$ cat config.mk
export PLATFORM = sky130hd
export DESIGN_NAME = bfia_cell
export DESIGN_NICKNAME = d
export VERILOG_FILES = /design/src/design/assert_macros.svh /design/src/design/bfia_pkg.sv /design/src/design/bfia_cell.sv
export SDC_FILE = /design/constraint.sdc
export NUM_CORES = 1
export LEC_CHECK = 0
export ABC_AREA = 1
export BUFFER_PORTS_ARGS = -buffer_cell sky130_fd_sc_hd__clkbuf_2
export CORE_ASPECT_RATIO = 1.1
export CORE_MARGIN = 2
export CORE_UTILIZATION = 45
export DETAILED_ROUTE_END_ITERATION = 10
export PLACE_DENSITY = 0.92
export SLEW_MARGIN = 20
export SYNTH_ARGS = -nofsm -noshare
export SYNTH_HDL_FRONTEND = slang
export SYNTH_SLANG_ARGS = --single-unit
$ cat constraint.sdc
create_clock -name clock -period 3.8 [get_ports clock]
set_input_delay 0.76 -clock clock [delete_from_list [all_inputs] [get_ports clock]]
set_output_delay 0.76 -clock clock [all_outputs]
set_load 0.005 [all_outputs]
$ cat src/design/assert_macros.svh
// Assertion helpers shared by the RTL.
`ifndef ASSERT_MACROS_SVH
`define ASSERT_MACROS_SVH

// Implication checked on every clock edge outside reset.
`define ASSERT_IMPLIES(label, clk, rst, ante, cons) \
   label: assert property (@(posedge clk) disable iff (rst) (ante) |-> (cons)) \
      else $error("assertion failed");

// Property that must hold on every clock edge outside reset.
`define ASSERT_ALWAYS(label, clk, rst, prop) \
   label: assert property (@(posedge clk) disable iff (rst) (prop)) \
      else $error("assertion failed");

`endif

$ cat src/design/bfia_pkg.sv
package bfia_pkg;

   localparam int unsigned ENTRIES_DEF  = 16;
   localparam int unsigned CAPACITY_DEF = 65536;
   localparam int unsigned CAP_BITS     = 25;
   localparam int unsigned SLOT_BITS    = 16;
   localparam int unsigned CNT_BITS     = 17;

   localparam logic [1:0] ST_OK   = 2'd0;
   localparam logic [1:0] ST_NOFIT = 2'd1;
   localparam logic [1:0] ST_REJ  = 2'd2;
   localparam logic [1:0] ST_FULL = 2'd3;

   localparam logic CMD_RESERVE = 1'b0;
   localparam logic CMD_RELEASE = 1'b1;

   typedef logic [CAP_BITS-1:0] addr_type;

   typedef struct packed {
      logic     valid;
      addr_type start;
      addr_type len;
   } entry_type;

   localparam logic [1:0] OP_HOLD  = 2'd0;
   localparam logic [1:0] OP_SHL   = 2'd1;
   localparam logic [1:0] OP_SHR   = 2'd2;

   typedef struct packed {
      logic [1:0] op;
      logic       wr;
      entry_type  wdata;
   } cell_ctrl_type;

endpackage

$ cat src/design/bfia_cell.sv
module bfia_cell
   import bfia_pkg::*;
   (
      input  logic          clock,
      input  logic          reset,
      input  logic          is_head,
      input  logic          init_valid,
      input  addr_type      init_len,
      input  cell_ctrl_type ctrl,
      input  entry_type     left,
      input  entry_type     right,
      output entry_type     entry
   );

   entry_type entry_ff, entry_in;

   always_comb begin
      entry_in = entry_ff;
      case (ctrl.op)
         OP_SHL: begin
            entry_in = right;
         end
         OP_SHR: begin
            entry_in = left;
         end
         default: begin
            entry_in = entry_ff;
         end
      endcase
      if (ctrl.wr) begin
         entry_in = ctrl.wdata;
      end
   end

   always_ff @(posedge clock) begin
      if (reset) begin
         entry_ff.valid <= init_valid;
         entry_ff.start <= '0;
         entry_ff.len   <= is_head ? init_len : '0;
      end else begin
         entry_ff <= entry_in;
      end
   end

   assign entry = entry_ff;

endmodule

==> run_summary.xml, run 1 <==
<?xml version="1.0" encoding="UTF-8"?>
<metrics>
  <group name="outcome">
    <metric name="run_status" unit="">completed</metric>
  </group>
  <group name="synthesis">
    <metric name="ys_seq_area_share" unit="%">35.6</metric>
    <metric name="yosys_top_cell_by_area" unit="">edfxtp_1</metric>
    <metric name="synth_top_area_share" unit="%">21.7</metric>
    <metric name="post_synth_main_area_contributors" unit="">edfxtp_1, nand2_1, dfxtp_1, inv_1, a21oi_1</metric>
    <metric name="synthesis.area" unit="um^2">3600</metric>
    <metric name="synthDistinctLibCells" unit="">16</metric>
    <metric name="synth_enable_flop_cells" unit="">26</metric>
    <metric name="synthCells" unit="">584</metric>
    <metric name="ys_async_sr_fraction" unit="%">0</metric>
    <metric name="synth.yosys.warnings" unit="">0</metric>
    <metric name="yosys.cell_count.top_type" unit="">nand2_1</metric>
    <metric name="synth.avg_cell_area" unit="um^2">6.17</metric>
    <metric name="yosys_register_bits" unit="">51</metric>
    <metric name="synth_commonest_cells" unit="">nand2_1, inv_1, a21oi_1</metric>
    <metric name="synth-main-ff-cell" unit="">edfxtp_1</metric>
    <metric name="synth_nets" unit="">771</metric>
  </group>
  <group name="global_routing">
    <metric name="use_met2" unit="%">42.8</metric>
    <metric name="grt_util_met1" unit="%">30.2</metric>
    <metric name="globalRouteTotalUtil" unit="%">25.3</metric>
    <metric name="grt-ovfl-total" unit="">0</metric>
    <metric name="grt_util_met3" unit="%">5.66</metric>
    <metric name="antenna_found_initial" unit="">4</metric>
    <metric name="vias_in_the_first_global_route" unit="">3953</metric>
    <metric name="grt_start_max_net_pins" unit="">54</metric>
    <metric name="grt_busiest_layer" unit="">met2</metric>
    <metric name="grt_first_pass_wirelength" unit="um">17800</metric>
  </group>
  <group name="finish">
    <metric name="area_growth_syn_to_layout" unit="%">34.4</metric>
    <metric name="post_layout_nonfiller_instances" unit="">903</metric>
    <metric name="finish.net_count" unit="">981</metric>
    <metric name="layout.cell_area.non_filler" unit="um^2">4840</metric>
    <metric name="largest_register_ff_count" unit="">51</metric>
    <metric name="post_route_cells_drive_above_1_share" unit="%">32.1</metric>
  </group>
  <group name="route">
    <metric name="antenna_left" unit="">0</metric>
    <metric name="via_count" unit="">4370</metric>
    <metric name="route.final.wire_length" unit="um">11200</metric>
    <metric name="wl_per_cell" unit="um">12.5</metric>
    <metric name="detailedRoute.firstPassIterationCount" unit="">5</metric>
    <metric name="routed_via_density" unit="">4.84</metric>
    <metric name="first_iter_violations" unit="">230</metric>
    <metric name="remaining_drc_errors" unit="">0</metric>
  </group>
  <group name="critical_path">
    <metric name="regToRegEndpoint" unit="">entry[46]$_SDFFE_PP0P_</metric>
    <metric name="timing.reg2reg.setup_slack" unit="ns">3.07</metric>
    <metric name="r2r_path_start" unit="">entry[46]$_SDFFE_PP0P_</metric>
    <metric name="setup.worst_path.class" unit="">in -&gt; reg</metric>
    <metric name="worst_ep_arrival_time" unit="ns">2.49</metric>
    <metric name="crit_fanout" unit="">50</metric>
    <metric name="start_kind" unit="">input port</metric>
    <metric name="crit_start" unit="">ctrl[51]</metric>
    <metric name="worst_setup_path_end_kind" unit="">register</metric>
    <metric name="setup.worst_path.end" unit="">entry[44]$_SDFFE_PP0P_</metric>
    <metric name="worst_case_reg_to_reg_path_depth" unit="">4</metric>
    <metric name="critical_path_required" unit="ns">3.99</metric>
  </group>
  <group name="clock_network">
    <metric name="clock_tree.htree_level_count" unit="">2</metric>
    <metric name="clk-insertion-delay-late" unit="ns">0.29</metric>
    <metric name="tritoncts_clock_tree" unit="">built</metric>
    <metric name="cts_resized" unit="">0</metric>
    <metric name="hold_fix_buffers_at_cts" unit="">0</metric>
    <metric name="maximum_buffer_depth_of_the_clock_tree" unit="">2</metric>
    <metric name="clkTransAtPathRegs" unit="ns">0.09</metric>
    <metric name="postCtsSetupBuffers" unit="">0</metric>
    <metric name="clock_sinks" unit="">51</metric>
    <metric name="clk_root_buffer_cell" unit="">clkbuf_8</metric>
    <metric name="cts_buffers" unit="">5</metric>
  </group>
  <group name="timing">
    <metric name="timing.fmax" unit="GHz">0.436</metric>
    <metric name="timing_hold_violations_final" unit="">0</metric>
    <metric name="timing_max_transition_violations_final" unit="">0</metric>
    <metric name="rsz0062_at_grt" unit="">false</metric>
    <metric name="worst_pin_slew" unit="ns">1.04</metric>
    <metric name="report.final.setup_viol" unit="">0</metric>
    <metric name="hold_ws" unit="ns">0.547</metric>
    <metric name="post_route_fraction_of_the_period_consumed_by_the_critical_path" unit="%">60.4</metric>
    <metric name="fin_worst_skew" unit="ns">0</metric>
    <metric name="period_minus_slack" unit="ns">2.29</metric>
    <metric name="slew_headroom" unit="%">30.4</metric>
    <metric name="setup-tns-final" unit="ns">0</metric>
  </group>
  <group name="die">
    <metric name="pin_count" unit="">236</metric>
    <metric name="die_height" unit="um">97.9</metric>
    <metric name="floorplan.die_area" unit="um^2">8740</metric>
    <metric name="die_width" unit="um">89.3</metric>
    <metric name="rows" unit="">34</metric>
    <metric name="initial_core_util" unit="%">46.0</metric>
    <metric name="core_area" unit="um^2">7830</metric>
  </group>
  <group name="placement">
    <metric name="place_area" unit="um^2">4730</metric>
    <metric name="total_instance_count_after_detailed_placement" unit="">895</metric>
    <metric name="placement.io_buffers" unit="">235</metric>
    <metric name="place.detailed.hpwl" unit="um">8680</metric>
    <metric name="place_congestion" unit="">0.933</metric>
  </group>
  <group name="power_and_ir_drop">
    <metric name="cellInternalPower" unit="mW">1.02</metric>
    <metric name="p_sw" unit="uW">412</metric>
    <metric name="clock_power_share" unit="%">25.5</metric>
    <metric name="total_power" unit="mW">1.43</metric>
    <metric name="reg_power_share" unit="%">46.6</metric>
    <metric name="p_per_area" unit="nW/um^2">296</metric>
    <metric name="comb_power_share" unit="%">27.9</metric>
    <metric name="max-vdd-ir-drop" unit="mV">0.158</metric>
    <metric name="power.static_leakage" unit="nW">2.94</metric>
    <metric name="p_sw_share" unit="%">28.7</metric>
  </group>
  <group name="job">
    <metric name="maxCapViolCount" unit="">0</metric>
  </group>
  <group name="min_path">
    <metric name="worstHoldPathType" unit="">reg -&gt; reg</metric>
    <metric name="whs_path_depth" unit="">4</metric>
  </group>
</metrics>
-- layer usage --
metal  part of all wire [%]  up-vias
li1                       -     2206
met1                     38     1901
met3                    9.9       45
met2                     48      212
met4                    3.9        6
met5                   0.41        -
-- worst min-delay path by stage --
stage                                 startpoint                     end  slack (ns)
after floorplan           entry[25]$_SDFFE_PP0P_  entry[25]$_SDFFE_PP0P_        0.54
after CTS                 entry[40]$_SDFFE_PP0P_  entry[40]$_SDFFE_PP0P_        0.55
after global placement    entry[40]$_SDFFE_PP0P_  entry[40]$_SDFFE_PP0P_        0.53
after detailed placement  entry[40]$_SDFFE_PP0P_  entry[40]$_SDFFE_PP0P_        0.54
final                     entry[40]$_SDFFE_PP0P_  entry[40]$_SDFFE_PP0P_        0.55
after global routing      entry[43]$_SDFFE_PP0P_  entry[43]$_SDFFE_PP0P_        0.59
-- cell type report --
class	instances	area [um^2]
Antenna cell	1	2.50
Clock buffer	5	68.8
Clock inverter	2	37.5
Fill cell	751	2980
Inverter	106	398
Multi-Input combinational cell	387	1670
Sequential cell	51	1280
Tap cell	108	135
Timing Repair Buffer	243	1250
-- placed cells by master (no fill, tap or decap), drive strengths merged, types with 8 or more instances in the layout --
| cell | instances |
|---|---|
| clkbuf | 240 |
| nand2 | 205 |
| inv | 106 |
| a21oi | 52 |
| nand3 | 51 |
| o21ai | 50 |
| nor2 | 27 |
| edfxtp | 26 |
| dfxtp | 25 |
| buf | 8 |
-- cell families (layout without fill, tap and decap cells) --
family	Yosys count	in the layout	share of synthesized area [%]
DFF	51	51	35.6
AOI/OAI and AO/OA	102	102	14.2
adders and majority gates	2	2	0.694
and+or+nand+nor	283	283	31.5
other	0	1	0
buffers and inverters	146	356	18.1
-- power by group through the flow --
| stage | logic [mW] | registers [mW] | clock network, mW |
|---|---|---|---|
| floorplan | 0.205 | 0.687 | 0 |
| global placement | 0.390 | 0.679 | 0 |
| detailed placement | 0.401 | 0.680 | 0 |
| CTS | 0.402 | 0.668 | 0.380 |
| global route | 0.455 | 0.676 | 0.394 |
| finish | 0.400 | 0.668 | 0.366 |
-- worst max-delay path: stages --
cell and delay, ns:
clkbuf_2 0.41, nor2_4 0.96, nand3_1 0.17, nand2_1 0.11, a21oi_1 0.04
-- per-stage QoR --
stage	setup slack (ns)	util, %
after CTS	1.52	61.8
after floorplan	1.47	-
final	1.51	61.9
after global routing	1.31	61.8
after detailed placement	1.19	60.5
after global placement	1.25	60.5
No activity file was read; power rests on OpenSTA's default activity.
==> inputs of run 2 (changes only) <==
--- a/config.mk
+++ b/config.mk
@@ -9,9 +9,9 @@
 export BUFFER_PORTS_ARGS = -buffer_cell sky130_fd_sc_hd__clkbuf_2
 export CORE_ASPECT_RATIO = 1.1
 export CORE_MARGIN = 2
-export CORE_UTILIZATION = 45
+export CORE_UTILIZATION = 39
 export DETAILED_ROUTE_END_ITERATION = 10
-export PLACE_DENSITY = 0.92
+export PLACE_DENSITY = 0.85
 export SLEW_MARGIN = 20
 export SYNTH_ARGS = -nofsm -noshare
 export SYNTH_HDL_FRONTEND = slang
==> constraint.sdc (replaced) <==
create_clock -name clock -period 2.1 [get_ports clock]
set_input_delay 0.42 -clock clock [delete_from_list [all_inputs] [get_ports clock]]
set_output_delay 0.42 -clock clock [all_outputs]
set_load 0.005 [all_outputs]
==> run 2 against run 1 <==
Net effect: register-to-register slack worse by 1.7 ns; cell area up 1.2%; largest power group unchanged; critical path type unchanged; critical endpoint is now entry[24]$_DFFE_PP_; utilization down 6.9 points.
==> run_summary.xml, run 2 (synthesis results as in run 1) <==
<?xml version="1.0" encoding="UTF-8"?>
<metrics>
  <group name="clock_network">
    <metric name="clk_root_buffer_cell" unit="">clkbuf_8</metric>
    <metric name="tritoncts_clock_tree" unit="">built</metric>
    <metric name="maximum_buffer_depth_of_the_clock_tree" unit="">2</metric>
    <metric name="postCtsSetupBuffers" unit="">0</metric>
    <metric name="cts_resized" unit="">0</metric>
    <metric name="clk-insertion-delay-late" unit="ns">0.30</metric>
    <metric name="clkTransAtPathRegs" unit="ns">0.10</metric>
    <metric name="cts_buffers" unit="">5</metric>
    <metric name="hold_fix_buffers_at_cts" unit="">0</metric>
    <metric name="clock_sinks" unit="">51</metric>
    <metric name="clock_tree.htree_level_count" unit="">2</metric>
  </group>
  <group name="critical_path">
    <metric name="critical_path_required" unit="ns">2.24</metric>
    <metric name="worst_setup_path_end_kind" unit="">register</metric>
    <metric name="crit_fanout" unit="">28</metric>
    <metric name="worst_ep_arrival_time" unit="ns">1.49</metric>
    <metric name="setup.worst_path.class" unit="">in -&gt; reg</metric>
    <metric name="critical_path.cell_chain" unit="">clkbuf_2 -&gt; inv_1 -&gt; ha_2 -&gt; inv_2 -&gt; buf_4 -&gt; nand2_1 -&gt; nand2_1 -&gt; nor2_1 -&gt; o21ai_0</metric>
    <metric name="start_kind" unit="">input port</metric>
    <metric name="crit_slowest_cell" unit="">buf_4</metric>
    <metric name="cp_common_cell" unit="">nand2_1</metric>
    <metric name="worst_path_largest_cell_delay" unit="ns">0.31</metric>
  </group>
  <group name="global_routing">
    <metric name="grt_start_max_net_pins" unit="">54</metric>
    <metric name="vias_in_the_first_global_route" unit="">3931</metric>
    <metric name="globalRouteTotalUtil" unit="%">21.9</metric>
    <metric name="grt_first_pass_wirelength" unit="um">17500</metric>
    <metric name="antenna_found_initial" unit="">0</metric>
    <metric name="grt-ovfl-total" unit="">0</metric>
  </group>
  <group name="power_and_ir_drop">
    <metric name="power.static_leakage" unit="nW">2.98</metric>
    <metric name="p_sw_share" unit="%">29.4</metric>
    <metric name="cellInternalPower" unit="mW">1.86</metric>
    <metric name="reg_power_share" unit="%">45.9</metric>
    <metric name="p_per_area" unit="nW/um^2">538</metric>
    <metric name="max-vdd-ir-drop" unit="mV">0.317</metric>
    <metric name="p_sw" unit="uW">775</metric>
    <metric name="comb_power_share" unit="%">27.9</metric>
    <metric name="clock_power_share" unit="%">26.2</metric>
  </group>
  <group name="timing">
    <metric name="post_route_fraction_of_the_period_consumed_by_the_critical_path" unit="%">64.2</metric>
    <metric name="fin_worst_skew" unit="ns">0</metric>
    <metric name="timing_hold_violations_final" unit="">0</metric>
    <metric name="period_minus_slack" unit="ns">1.35</metric>
    <metric name="rsz0062_at_grt" unit="">false</metric>
    <metric name="setup-tns-final" unit="ns">0</metric>
    <metric name="slew_headroom" unit="%">66.2</metric>
    <metric name="timing.fmax" unit="GHz">0.741</metric>
    <metric name="worst_pin_slew" unit="ns">0.507</metric>
    <metric name="timing_max_transition_violations_final" unit="">0</metric>
    <metric name="final.setup.worst_slack" unit="ns">0.751</metric>
    <metric name="report.final.setup_viol" unit="">0</metric>
  </group>
  <group name="placement">
    <metric name="placement.io_buffers" unit="">235</metric>
    <metric name="dp_slack" unit="ns">0.416</metric>
    <metric name="place_congestion" unit="">0.838</metric>
    <metric name="place.detailed.hpwl" unit="um">8490</metric>
  </group>
  <group name="finish">
    <metric name="finish.utilization" unit="%">55.0</metric>
    <metric name="layout.cells.most_common_list" unit="">clkbuf_2, nand2_1, inv_1</metric>
    <metric name="final_common_cell" unit="">clkbuf_2</metric>
    <metric name="post_route_cells_drive_above_1_share" unit="%">32.7</metric>
    <metric name="fillCellCount" unit="">921</metric>
    <metric name="multiInputGateArea" unit="um^2">1670</metric>
    <metric name="finish.net_count" unit="">988</metric>
    <metric name="largest_register_ff_count" unit="">51</metric>
    <metric name="area_growth_syn_to_layout" unit="%">36.0</metric>
    <metric name="final-seq-area" unit="um^2">1280</metric>
    <metric name="ant_diodes" unit="">0</metric>
  </group>
  <group name="die">
    <metric name="pin_count" unit="">236</metric>
    <metric name="die_width" unit="um">95.7</metric>
    <metric name="floorplan.die_area" unit="um^2">10000</metric>
    <metric name="initial_core_util" unit="%">40.4</metric>
    <metric name="core_area" unit="um^2">8920</metric>
    <metric name="rows" unit="">36</metric>
    <metric name="die_height" unit="um">105</metric>
  </group>
  <group name="route">
    <metric name="wl_per_cell" unit="um">12.2</metric>
    <metric name="route.final.wire_length" unit="um">11100</metric>
    <metric name="detailedRoute.firstPassIterationCount" unit="">6</metric>
    <metric name="remaining_drc_errors" unit="">0</metric>
    <metric name="antenna_left" unit="">0</metric>
    <metric name="first_iter_violations" unit="">151</metric>
    <metric name="via_count" unit="">4239</metric>
    <metric name="routed_via_density" unit="">4.63</metric>
  </group>
  <group name="min_path">
    <metric name="worstHoldPathType" unit="">in -&gt; reg</metric>
  </group>
  <group name="outcome">
    <metric name="run_status" unit="">completed</metric>
  </group>
  <group name="job">
    <metric name="maxCapViolCount" unit="">0</metric>
  </group>
</metrics>
[run 2: changes by cell type in the layout (fill, tap and decap cells not counted)]
cell        previous run  this run
buf_4                  7        14
clkinv_1               0         1
clkinv_2               0         1
clkinvlp_4             1         0
diode_2                1         0
[run 2: power by group through the flow]
| stage | Combinational (mW) | Sequential [mW] | Clock, mW |
|---|---|---|---|
| global placement | 0.732 | 1.23 | 0 |
| CTS | 0.743 | 1.21 | 0.706 |
| floorplan | 0.371 | 1.24 | 0 |
| global route | 0.838 | 1.22 | 0.747 |
| finish | 0.735 | 1.21 | 0.691 |
| detailed placement | 0.739 | 1.23 | 0 |
[run 2: metrics by stage]
stage,area [um^2],instances,total power [mW],hold WS (ns)
floorplan,3600,584,1.61,0.535
global placement,4790,908,1.96,0.532
detailed placement,4790,908,1.97,0.533
CTS,4900,916,2.66,0.385
global route,4900,916,2.81,0.382
finish,4900,916,2.64,0.392
[run 2: layout make-up]
| cell class | instances | share of cell area (%) |
|---|---|---|
| clock buffers | 5 | 1.40 |
| clock inverters | 3 | 0.791 |
| inverters | 106 | 8.12 |
| multi-input cells | 387 | 34.1 |
| flip-flops and latches | 51 | 26.1 |
| well taps | 114 | 2.91 |
| repair buffers | 250 | 26.5 |
[run 2: worst max-delay path, delay by kind of cell]
family / cells / cell delay, ns
compound gates: 1 / 0.18
fa+ha+maj: 1 / 0.19
buf+inv: 4 / 0.50
simple gates: 3 / 0.19
[run 2: path summary, 6_finish.rpt]
| check | start | end | slack, ns | cells after the start |
|---|---|---|---|---|
| min | init_len[22] | entry[22]$_DFFE_PP_ | 0.39 | 3 |
| max reg2reg | entry[39]$_SDFFE_PP0P_ | entry[39]$_SDFFE_PP0P_ | 1.39 | 4 |
| max | ctrl[52] | entry[24]$_DFFE_PP_ | 0.75 | 9 |
| min reg2reg | entry[38]$_SDFFE_PP0P_ | entry[38]$_SDFFE_PP0P_ | 0.55 | 4 |
[run 2: layer usage]
metal / track usage (%) / routed length (um)
met1: 25.5 / 4340
met4: 5.51 / 217
met3: 4.97 / 926
met5: 0 / 0
met2: 39.6 / 5660
==> inputs of run 3 (changes only) <==
--- a/config.mk
+++ b/config.mk
@@ -9,9 +9,9 @@
 export BUFFER_PORTS_ARGS = -buffer_cell sky130_fd_sc_hd__clkbuf_2
 export CORE_ASPECT_RATIO = 1.1
 export CORE_MARGIN = 2
-export CORE_UTILIZATION = 39
+export CORE_UTILIZATION = 43
 export DETAILED_ROUTE_END_ITERATION = 10
-export PLACE_DENSITY = 0.85
+export PLACE_DENSITY = 0.89
 export SLEW_MARGIN = 20
 export SYNTH_ARGS = -nofsm -noshare
 export SYNTH_HDL_FRONTEND = slang
==> constraint.sdc (replaced) <==
create_clock -name clock -period 1.4 [get_ports clock]
set_input_delay 0.28 -clock clock [delete_from_list [all_inputs] [get_ports clock]]
set_output_delay 0.28 -clock clock [all_outputs]
set_load 0.005 [all_outputs]
==> run 3 against run 2 <==
Net effect: critical path type is now reg -> out; global-route usage is 1.8 points higher; power rose by 45%; first-iteration DRC count is 13% higher; utilization is 7.0 points higher; cell area is 4.6% higher; combinational power up 61%; critical endpoint is now entry[2]; worst hold slack worse by 0.13 ns; wire length decreased by 1.1%; worst setup slack worse by 0.44 ns; critical path depth decreased by 8.
==> run_summary.xml, run 3 (synthesis results as in run 1) <==
<?xml version="1.0" encoding="UTF-8"?>
<metrics>
  <group name="die">
    <metric name="rows" unit="">35</metric>
    <metric name="pin_count" unit="">236</metric>
    <metric name="die_height" unit="um">100</metric>
    <metric name="core_area" unit="um^2">8280</metric>
    <metric name="die_width" unit="um">91.3</metric>
    <metric name="initial_core_util" unit="%">43.5</metric>
    <metric name="floorplan.die_area" unit="um^2">9130</metric>
  </group>
  <group name="timing">
    <metric name="slew_headroom" unit="%">72.4</metric>
    <metric name="fin_worst_skew" unit="ns">0</metric>
    <metric name="post_route_fraction_of_the_period_consumed_by_the_critical_path" unit="%">78.1</metric>
    <metric name="period_minus_slack" unit="ns">1.09</metric>
    <metric name="setup-tns-final" unit="ns">0</metric>
    <metric name="report.final.setup_viol" unit="">0</metric>
    <metric name="timing_max_transition_violations_final" unit="">0</metric>
    <metric name="timing_hold_violations_final" unit="">0</metric>
    <metric name="rsz0062_at_grt" unit="">false</metric>
    <metric name="worst_pin_slew" unit="ns">0.414</metric>
    <metric name="timing.fmax" unit="GHz">0.915</metric>
    <metric name="hold_ws" unit="ns">0.257</metric>
  </group>
  <group name="finish">
    <metric name="post_route_cells_drive_above_1_share" unit="%">33.9</metric>
    <metric name="multiInputGateArea" unit="um^2">1680</metric>
    <metric name="area_growth_syn_to_layout" unit="%">42.3</metric>
    <metric name="fillCellCount" unit="">794</metric>
    <metric name="layout.cells.most_common_list" unit="">clkbuf_2, nand2_1, inv_1</metric>
    <metric name="final_common_cell" unit="">clkbuf_2</metric>
    <metric name="finish.net_count" unit="">1003</metric>
    <metric name="final-seq-area" unit="um^2">1280</metric>
    <metric name="largest_register_ff_count" unit="">51</metric>
  </group>
  <group name="critical_path">
    <metric name="setup.worst_path.class" unit="">reg -&gt; out</metric>
    <metric name="critical_path_cell_count" unit="">1</metric>
    <metric name="crit_fanout" unit="">1</metric>
    <metric name="buffers_and_inverters_on_the_worst_path" unit="">1</metric>
    <metric name="setup.worst_path.end" unit="">entry[2]</metric>
    <metric name="critical_path_required" unit="ns">1.12</metric>
    <metric name="regToRegEndpoint" unit="">entry[41]$_SDFFE_PP0P_</metric>
    <metric name="worst_case_reg_to_reg_path_depth" unit="">4</metric>
    <metric name="worst_path_largest_cell_delay" unit="ns">0.39</metric>
    <metric name="r2r_path_start" unit="">entry[41]$_SDFFE_PP0P_</metric>
    <metric name="cp_delay_by_family_top" unit="">flip-flops</metric>
    <metric name="start_kind" unit="">register</metric>
    <metric name="crit_slowest_cell" unit="">edfxtp_1</metric>
    <metric name="worst_ep_arrival_time" unit="ns">0.81</metric>
    <metric name="crit_start" unit="">entry[2]$_DFFE_PP_</metric>
    <metric name="worst_setup_path_end_kind" unit="">primary output</metric>
    <metric name="critical_path.cell_chain" unit="">clkbuf_2</metric>
    <metric name="timing.reg2reg.setup_slack" unit="ns">0.66</metric>
  </group>
  <group name="placement">
    <metric name="placement.io_buffers" unit="">235</metric>
    <metric name="place.detailed.hpwl" unit="um">8720</metric>
    <metric name="place_congestion" unit="">0.846</metric>
  </group>
  <group name="global_routing">
    <metric name="antenna_found_initial" unit="">1</metric>
    <metric name="grt_busiest_layer" unit="">met2</metric>
    <metric name="vias_in_the_first_global_route" unit="">4161</metric>
    <metric name="use_met2" unit="%">45.5</metric>
    <metric name="grt-ovfl-total" unit="">0</metric>
    <metric name="grt_first_pass_wirelength" unit="um">17900</metric>
    <metric name="grt_util_met3" unit="%">4.88</metric>
    <metric name="globalRouteTotalUtil" unit="%">23.6</metric>
    <metric name="grt_start_max_net_pins" unit="">35</metric>
    <metric name="grt_util_met1" unit="%">26.3</metric>
  </group>
  <group name="job">
    <metric name="maxCapViolCount" unit="">0</metric>
  </group>
  <group name="route">
    <metric name="route.final.wire_length" unit="um">11000</metric>
    <metric name="via_count" unit="">4378</metric>
    <metric name="wl_per_cell" unit="um">11.9</metric>
    <metric name="routed_via_density" unit="">4.71</metric>
    <metric name="remaining_drc_errors" unit="">0</metric>
    <metric name="detailedRoute.firstPassIterationCount" unit="">5</metric>
    <metric name="antenna_left" unit="">0</metric>
    <metric name="first_iter_violations" unit="">170</metric>
  </group>
  <group name="clock_network">
    <metric name="clock_sinks" unit="">51</metric>
    <metric name="clk-insertion-delay-late" unit="ns">0.30</metric>
    <metric name="cts_resized" unit="">0</metric>
    <metric name="clkTransAtPathRegs" unit="ns">0.09</metric>
    <metric name="tritoncts_clock_tree" unit="">built</metric>
    <metric name="cts_buffers" unit="">5</metric>
    <metric name="hold_fix_buffers_at_cts" unit="">0</metric>
    <metric name="postCtsSetupBuffers" unit="">0</metric>
    <metric name="maximum_buffer_depth_of_the_clock_tree" unit="">2</metric>
    <metric name="clk_root_buffer_cell" unit="">clkbuf_8</metric>
    <metric name="clock_tree.htree_level_count" unit="">2</metric>
  </group>
  <group name="power_and_ir_drop">
    <metric name="power.static_leakage" unit="nW">3.08</metric>
    <metric name="p_per_area" unit="nW/um^2">743</metric>
    <metric name="max-vdd-ir-drop" unit="mV">0.414</metric>
  </group>
  <group name="outcome">
    <metric name="run_status" unit="">completed</metric>
  </group>
  <group name="min_path">
    <metric name="worstHoldPathType" unit="">in -&gt; reg</metric>
    <metric name="worst_hold_startpoint" unit="">init_len[23]</metric>
  </group>
</metrics>
## run 3: cell type report
type / instances / area share (%)
Multi-Input combinational cell: 387 / 32.8
Timing Repair Buffer: 265 / 30.0
Sequential cell: 51 / 25.0
Inverter: 106 / 7.76
Tap cell: 111 / 2.71
Clock buffer: 5 / 1.34
Clock inverter: 3 / 0.293
Antenna cell: 1 / 0.0488
## run 3: how the worst min path moves through the flow
stage	depth (start not counted)	endpoint
global placement	4	entry[49]$_SDFFE_PP0P_
CTS	3	entry[22]$_DFFE_PP_
floorplan	2	entry[0]$_DFFE_PP_
detailed placement	4	entry[39]$_SDFFE_PP0P_
global route	3	entry[0]$_DFFE_PP_
finish	3	entry[23]$_DFFE_PP_
## run 3: report_power, final
| part | leakage [nW] | internal (mW) | switching, mW |
|---|---|---|---|
| combinational | 2.56 | 0.584 | 0.595 |
| clock | 0.0392 | 0.341 | 0.480 |
| sequential | 0.488 | 1.75 | 0.0595 |
| total | 3.08 | 2.68 | 1.13 |
## run 3: layer usage
layer  wire length [um]  up-vias
li1                   -     2260
met1               4240     1899
met2               5700      204
met3                933       15
met4                148        0
met5                  0        -
## run 3: tightest hold or removal path: cells and delay by family
kind	cells	cell delay [ns]
AOI/OAI and AO/OA	1	0.05
buffers and inverters	1	0.07
and+or+nand+nor	1	0.04
## run 3: through the flow
| step | total power [mW] | cell area [um^2] | setup WS [ns] | util, % | std cells |
|---|---|---|---|---|---|
| global placement | 3.01 | 5040 | 0.0482 | 60.9 | 920 |
| floorplan | 2.43 | 3620 | 0.0487 | - | 584 |
| detailed placement | 3.03 | 5040 | -0.00214 | 60.9 | 920 |
| CTS | 3.85 | 5120 | 0.290 | 61.9 | 928 |
| global route | 4.06 | 5120 | 0.243 | 61.9 | 928 |
| finish | 3.81 | 5130 | 0.307 | 62.0 | 929 |
